$ cat config.mk
export PLATFORM = sky130hd
export DESIGN_NAME = c2dv_weight_store
export DESIGN_NICKNAME = d
export VERILOG_FILES = /design/src/rtl/c2dv_pkg.sv /design/src/rtl/c2dv_weight_store.sv
export SDC_FILE = /design/constraint.sdc
export NUM_CORES = 1
export LEC_CHECK = 0
export BUFFER_PORTS_ARGS = -buffer_cell sky130_fd_sc_hd__buf_2
export CAP_MARGIN = 20
export CELL_PAD_IN_SITES_DETAIL_PLACEMENT = 1
export CELL_PAD_IN_SITES_GLOBAL_PLACEMENT = 1
export CORE_ASPECT_RATIO = 1.1
export CORE_UTILIZATION = 35
export CTS_BUF_LIST = sky130_fd_sc_hd__clkbuf_4
export DETAILED_ROUTE_END_ITERATION = 6
export GPL_TIMING_DRIVEN = 0
export HOLD_SLACK_MARGIN = 0.03
export PLACE_DENSITY = 0.59
export SETUP_SLACK_MARGIN = 0.02
export SLEW_MARGIN = 20
export SYNTH_ARGS = -nofsm -noshare
export SYNTH_HDL_FRONTEND = slang
export SYNTH_SLANG_ARGS = --single-unit
$ cat constraint.sdc
create_clock -name clock -period 2.15 [get_ports clock]
set_input_delay 0.1075 -clock clock [delete_from_list [all_inputs] [get_ports clock]]
set_output_delay 0.1075 -clock clock [all_outputs]
set_load 0.01 [all_outputs]
$ cat src/rtl/c2dv_pkg.sv
// Shared types and constants of the strided valid-window convolution block.
`timescale 1ns / 1ps
package c2dv_pkg;

   localparam int WIDTH_REG_BITS  = 9;
   localparam int KERNEL_REG_BITS = 4;
   localparam int STRIDE_REG_BITS = 4;
   localparam int CSR_DATA_BITS   = 9;
   localparam int OUT_IDX_BITS    = 8;
   localparam int SUM_BITS        = 40;
   localparam int PHASE_BITS      = 3;
   localparam int MAX_STRIDE      = 8;

   localparam logic [WIDTH_REG_BITS-1:0]  WIDTH_RESET  = 9'd28;
   localparam logic [WIDTH_REG_BITS-1:0]  HEIGHT_RESET = 9'd28;
   localparam logic [KERNEL_REG_BITS-1:0] KERNEL_RESET = 4'd3;
   localparam logic [STRIDE_REG_BITS-1:0] STRIDE_RESET = 4'd1;

   typedef enum logic [1:0] {
      CSR_IMAGE_WIDTH  = 2'd0,
      CSR_IMAGE_HEIGHT = 2'd1,
      CSR_KERNEL_SIZE  = 2'd2,
      CSR_STRIDE       = 2'd3
   } csr_index_type;

   typedef enum logic {
      REQ_WEIGHT = 1'b0,
      REQ_PIXEL  = 1'b1
   } req_kind_type;

   typedef enum logic [1:0] {
      ST_IDLE  = 2'd0,
      ST_RUN   = 2'd1,
      ST_DRAIN = 2'd2,
      ST_DONE  = 2'd3
   } state_type;

   typedef struct packed {
      logic start;
      logic rd_valid;
   } mac_ctrl_type;

endpackage

$ cat src/rtl/c2dv_weight_store.sv
// Weight store: one small memory per kernel row, all rows read at one kernel column.
`timescale 1ns / 1ps
module c2dv_weight_store
   import c2dv_pkg::*;
#(
   parameter int MAX_KERNEL = 8,
   parameter int VALUE_BITS = 16,
   parameter int KB         = 3
) (
   input  logic                                  clock,
   input  logic                                  wr_en,
   input  logic [KB-1:0]                         wr_row,
   input  logic [KB-1:0]                         wr_col,
   input  logic [VALUE_BITS-1:0]                 wr_data,
   input  logic [KB-1:0]                         rd_col,
   output logic [MAX_KERNEL-1:0][VALUE_BITS-1:0] rd_data
);

   for (genvar r = 0; r < MAX_KERNEL; r++) begin : g_row
      logic [VALUE_BITS-1:0] mem [MAX_KERNEL];

      always_ff @(posedge clock) begin
         if (wr_en && wr_row == KB'(r)) begin
            mem[wr_col] <= wr_data;
         end
         rd_data[r] <= mem[rd_col];
      end
   end

endmodule

==> results.sh, run 1 <==
export IMPL_outcome="complete, but fails checks"
export IMPL_violations="setup timing"
export IMPL_synth_most_common_cell="edfxtp_1"
export IMPL_cp_num_buf_inv=4
export IMPL_crit_path_max_fanout=50
export IMPL_clkTransAtPathRegs_ps=70
export IMPL_period_share_pct=101
export IMPL_required_ps=2960
export IMPL_route_detailed_drc=0
export IMPL_r2r_slack_ps=360
export IMPL_arrival_ps=2980
export IMPL_grt_usage_pct=17.3
export IMPL_synth_xor_area_share_pct=0
export IMPL_endpoint_kind="register"
export IMPL_via_count=19800
export IMPL_final_setup_worst_slack_ps=-17.4
export IMPL_synth_seq_area_share_pct=80.1
export IMPL_hold_start="wr_data[7]"
export IMPL_die_area_um2=120000
export IMPL_synth_top_area_cell="edfxtp_1"
export IMPL_routabilityCongestion=0.706
export IMPL_cap_violations=0
export IMPL_start_util_pct=35.3
export IMPL_cts_root_buf="clkbuf_4"
export IMPL_grt_pass1_wl_um=147000
export IMPL_synth_area_um2=41600
export IMPL_worstHoldPathCells=2
export IMPL_grt_max_degree=65
export IMPL_synth_common_cells="1024 x edfxtp_1, 241 x mux4_2, 128 x dfxtp_1, 128 x mux2_2, 64 x nor2_1"
export IMPL_cts_tree="built"
export IMPL_synth_top_family_by_area="multiplexers"
export IMPL_cts_setup_buffers=0
export IMPL_crit_chain="dlygate4sd3_1 -> dlygate4sd3_1 -> buf_4 -> dlygate4sd3_1"
export IMPL_critPathTopFamily="buffers and inverters"
export IMPL_synth_top_area_share_pct=74.0
export IMPL_die_w_um=331
export IMPL_num_io_pins=155
export IMPL_wl_met3_um=6260
export IMPL_synth_compound_area_share_pct=0
export IMPL_synth_area_top_cells="edfxtp_1 74%, mux4_2 13%, dfxtp_1 6.2%, mux2_2 3.5%, mux4_1 0.95%"
export IMPL_hold_viol=0
export IMPL_fin_area_um2=49400
export IMPL_slew_headroom_pct=29.8
export IMPL_cp_common_cell="dlygate4sd3_1"
export IMPL_synth_simple_area_share_pct=0.906
export IMPL_nets=2295
export IMPL_synth_edf_count=1024
export IMPL_worst_ir_drop_vdd_mv=0.421
export IMPL_reg2reg_from="g_row[2].mem[7][15]"
export IMPL_coreArea_um2=118000
export IMPL_pre_cts_ws_ps=-356
export IMPL_rows=132
export IMPL_worstRegToRegCells=3
export IMPL_path_depth=4
export IMPL_wire_per_inst_um=25.6
export IMPL_n_fill_cell=11200
export IMPL_slew_viol_final=0
export IMPL_clock_latency_ps=1160
export IMPL_p_leak_nw=16.3
export IMPL_vias_per_cell=4.94
export IMPL_cpPeakStageDelay_ps=1250
export IMPL_synthCells=1702
export IMPL_yosys_area_share_adder_pct=0
export IMPL_ys_warnings_count=0
export IMPL_rsz0062_at_grt="false"
export IMPL_synth_ff_latch_count=1152
export IMPL_antenna_found_initial=12
export IMPL_dpl_cell_area_um2=45300
export IMPL_p_per_area_nw_per_um2=919
export IMPL_cts_buffer_depth=4
export IMPL_fin_setup_tns_ps=-41.7
export IMPL_finClkSkew_ps=58.3
export IMPL_cp_startpoint="wr_data[10]"
export IMPL_synthFlopType="edfxtp_1"
export IMPL_finalPower_mw=45.4
export IMPL_avgSynthCellArea_um2=24.4
export IMPL_wl_met2_um=52100
export IMPL_min_period_ps=2170
export IMPL_grt_overflow_total=0
export IMPL_area_delta_synth_final_pct=18.9
export IMPL_htree_levels=5
export IMPL_dr_max_layer_used="met5"
export IMPL_worst_hold_path_type="input port to register"
export IMPL_worst_setup_path_start_kind="input port"
export IMPL_final_antenna_net_count=0
export IMPL_ys_async_sr_fraction_pct=0
export IMPL_cts_sinks=1152
export IMPL_synthMuxAreaShare_pct=17.5
export IMPL_crit_type="input port to register"
export IMPL_port_buffers=144
export IMPL_wl_um=103000
export IMPL_first_pass_iters=7
export IMPL_cts_buffers=306
export IMPL_tightest_slew_ps=1050
export IMPL_grt_pass1_vias=21800
export IMPL_die_height_um=363
export IMPL_crit_path_top_delay_cell="dlygate4sd3_1"
export IMPL_dp_hpwl_um=60100
export IMPL_holdWs_ps=112
export IMPL_finalSetupViolations=6
export IMPL_drt_iter0_drc=1519
export IMPL_wl_met1_um=42100
export IMPL_layout_drive_gt1_share_pct=46.4
export IMPL_fmax_mhz=461
export IMPL_synth_distinct_cells=20
export IMPL_syn_num_nets=1729
## routing by layer
metal	up-vias	global-route usage (%)
li1	8450	-
met4	8	5.66
met1	10500	21.9
met2	668	28.9
met5	-	0
met3	140	4.39
## report_power, final
part	leakage (nW)	total (mW)	internal (mW)	switching (mW)
Combinational	3.78	2.34	0.965	1.37
Clock	2.21	18.3	9.78	8.56
Sequential	10.3	24.8	24.7	0.0982
Total	16.3	45.4	35.4	10.0
## path summary, 6_finish.rpt
path / to
max: g_row[1].mem[3][10]
min: g_row[5].mem[2][7]
max reg2reg: rd_data[47]
min reg2reg: rd_data[71]
## cells by family (layout without fill, tap and decap cells)
group / after synthesis / count (layout)
DFF: 1152 / 1152
muxes: 384 / 384
buffers and inverters: 86 / 848
and+or+nand+nor: 80 / 80
other: 0 / 3
## layout by cell type, fill, tap and decap left out, drive strengths merged, types with 7 or more instances in the layout
cell	instances
dfxtp	128
clkbuf	479
edfxtp	1024
inv	7
mux2	128
buf	264
nor2	64
clkinv	49
mux4	256
dlygate4sd3	46
## what timing repair did
item	CTS	global route
gates resized for setup	0	0
endpoints found under the hold margin	1469	46
hold buffers	48	1
## state kept, by name (all words and copies together), names as in the netlist
name	cells
g_row.mem	1024
rd_data	128
## worst reg2reg max path, cell delays in order (launching register included)
cell,delay (ps)
edfxtp_1,350
mux4_2,510
mux2_2,280
dlygate4sd3_1,550
## metrics by stage
| stage | instances | util [%] |
|---|---|---|
| 6_report | 4008 | 42.0 |
| 3_5_place_dp | 3452 | 38.4 |
| 2_1_floorplan | 1702 | - |
| 5_1_grt | 4008 | 42.0 |
| 3_3_place_gp | 3387 | 37.5 |
| 4_1_cts | 4004 | 42.0 |
## area by class of cell
cell class | instances | area, µm² | share of cell area (%)
sequential | 1152 | 33300 | 67.4
multi-input combinational | 464 | 7800 | 15.8
clock buffer | 445 | 3340 | 6.76
timing repair buffer | 258 | 2130 | 4.31
tap | 1541 | 1930 | 3.90
buffer | 86 | 619 | 1.25
clock inverter | 59 | 307 | 0.620
antenna | 3 | 7.51 | 0.0152
Power figures use the tool's default switching activity.
==> run 2, diff against run 1 <==
- BUFFER_PORTS_ARGS: -buffer_cell sky130_fd_sc_hd__buf_2 -> default
- DONT_BUFFER_PORTS: default -> 1
- PLACE_DENSITY: 0.59 -> 0.58
==> run 2 against run 1 <==
Net effect:
- the flow now finishes without violations
- final area increased by 0.22%
- clock power increased by 2%
- total power rose by 0.61%
- clock skew increased by 4.9 ps
- sequential cell count unchanged
- global-route usage fell by 0.16 points
- sequential share of layout area decreased by 0.15 points
- fmax is 16% higher
- critical path depth grew 2
- non-clock buffer count down 120
- largest cell class unchanged
- largest power group unchanged
==> results.sh, run 2 (synthesis gave the netlist of run 1 again) <==
export IMPL_outcome="finished, final reports clean"
export IMPL_rows=132
export IMPL_die_height_um=363
export IMPL_via_count=19300
export IMPL_worst_setup_path_start_kind="input port"
export IMPL_top_regs="g_row.mem (1024), rd_data (128)"
export IMPL_num_io_pins=155
export IMPL_grt_overflow_total=0
export IMPL_grt_pass1_vias=21400
export IMPL_endpoint_kind="register"
export IMPL_layout_commonest_cell="edfxtp_1"
export IMPL_worst_ir_drop_vdd_mv=0.328
export IMPL_grt_pass1_wl_um=147000
export IMPL_cp_num_buf_inv=4
export IMPL_cp_common_cell="clkbuf_1"
export IMPL_comb_power_share_pct=4.7
export IMPL_p_switching_mw=10.3
export IMPL_crit_path_max_fanout=9
export IMPL_die_area_um2=120000
export IMPL_wire_per_inst_um=25.8
export IMPL_grt_max_degree=65
export IMPL_routabilityCongestion=0.706
export IMPL_finClkSkew_ps=63.2
export IMPL_die_w_um=331
export IMPL_arrival_ps=2710
export IMPL_port_buffers=0
export IMPL_p_seq_share_pct=54.5
export IMPL_cpPeakStageDelay_ps=610
export IMPL_internal_power_mw=35.5
export IMPL_dp_hpwl_um=60400
export IMPL_dpl_cell_area_um2=44500
export IMPL_cts_buffers=317
export IMPL_critPathTopFamily="buffers and inverters"
export IMPL_layout_drive_gt1_share_pct=43.6
export IMPL_p_clk_share_pct=40.8
export IMPL_crit_path_top_delay_cell="or4b_2"
export IMPL_slew_viol_final=0
export IMPL_worst_hold_path_type="input port to register"
export IMPL_final_util_pct=42.1
export IMPL_final_cell_mix="1024 x edfxtp_1, 443 x clkbuf_4, 241 x mux4_2"
export IMPL_route_detailed_drc=0
export IMPL_p_per_area_nw_per_um2=923
export IMPL_clock_latency_ps=1150
export IMPL_antenna_found_initial=12
export IMPL_clkTransAtPathRegs_ps=60
export IMPL_crit_type="input port to register"
export IMPL_rsz0062_at_grt="false"
export IMPL_nets=2186
export IMPL_cap_violations=0
export IMPL_cts_root_buf="clkbuf_4"
export IMPL_coreArea_um2=118000
export IMPL_crit_chain="dlygate4sd3_1 -> clkbuf_1 -> or4b_2 -> clkbuf_1 -> nor2_2 -> buf_6"
export IMPL_wl_um=101000
export IMPL_htree_levels=5
export IMPL_start_util_pct=35.3
export IMPL_grt_usage_pct=17.1
export IMPL_required_ps=2990
export IMPL_drt_iter0_drc=1346
export IMPL_period_share_pct=86.8
export IMPL_largest_reg_flops=1024
export IMPL_switching_share_pct=22.4
export IMPL_slew_headroom_pct=27.9
export IMPL_min_period_ps=1870
export IMPL_regMostFlops="g_row.mem"
export IMPL_fin_area_um2=49600
export IMPL_finalSetupViolations=0
export IMPL_vias_per_cell=4.93
export IMPL_hold_viol=0
export IMPL_tightest_slew_ps=1080
export IMPL_fmax_mhz=536
export IMPL_first_pass_iters=4
export IMPL_cts_tree="built"
export IMPL_p_leak_nw=16.1
export IMPL_final_antenna_net_count=0
export IMPL_cts_sinks=1152
export IMPL_area_delta_synth_final_pct=19.2
export IMPL_cts_buffer_depth=4
## run 2: per-stage QoR
stage	std cells	TNS [ps]	power [mW]	hold slack, ps	setup WS (ps)
detailed placement	3307	-167320	27.0	219	-481
global placement	3243	-816110	26.9	219	-1010
floorplan	1702	-4790	26.4	206	-37.4
finish	3920	0	45.7	167	284
CTS	3913	0	46.5	36.4	300
global route	3917	0	47.7	69.6	275
## run 2: routing by layer
| metal | vias up | share of wire, % | track usage [%] |
|---|---|---|---|
| met2 | 597 | 51 | 28.2 |
| met1 | 10300 | 42 | 22.0 |
| li1 | 8266 | - | - |
| met5 | - | 0.038 | 0 |
| met3 | 159 | 5.5 | 4.44 |
| met4 | 6 | 1.8 | 5.90 |
## run 2: layout make-up
cell class	instances	area, µm²
Sequential cell	1152	33300
Clock buffer	443	3330
Timing Repair Buffer	138	2110
Antenna cell	6	15.0
Buffer	86	618
Tap cell	1541	1930
Clock inverter	90	443
Multi-Input combinational cell	464	7800
Fill cell	11000	68200
## run 2: final timing paths
check                                          from                   to  slack [ps]  cells past startpoint
worst min-delay path                      wr_col[0]  g_row[6].mem[5][14]         170                      3
worst max register to register  g_row[1].mem[4][15]          rd_data[31]         360                      3
worst min register to register   g_row[1].mem[6][0]          rd_data[16]         630                      2
worst max-delay path                          wr_en  g_row[0].mem[4][13]         280                      6
## run 2: worst register-to-register path, stage by stage (launching register included)
cell,delay [ps]
edfxtp_1,370
mux4_2,450
dlygate4sd3_1,560
mux2_2,300
## run 2: power groups by stage
stage / logic [mW] / clock network [mW] / registers [mW]
6_report: 2.16 / 18.7 / 24.9
5_1_grt: 2.31 / 20.5 / 24.9
4_1_cts: 2.23 / 19.4 / 24.9
3_5_place_dp: 1.59 / 0 / 25.4
3_3_place_gp: 1.54 / 0 / 25.4
2_1_floorplan: 1.05 / 0 / 25.3
## run 2: repair_timing
item / in CTS / in global routing
buffers inserted: 0 / 0
gates resized for setup: 0 / 0
endpoints found under the hold margin: 1562 / 0
hold buffers: 73 / 0
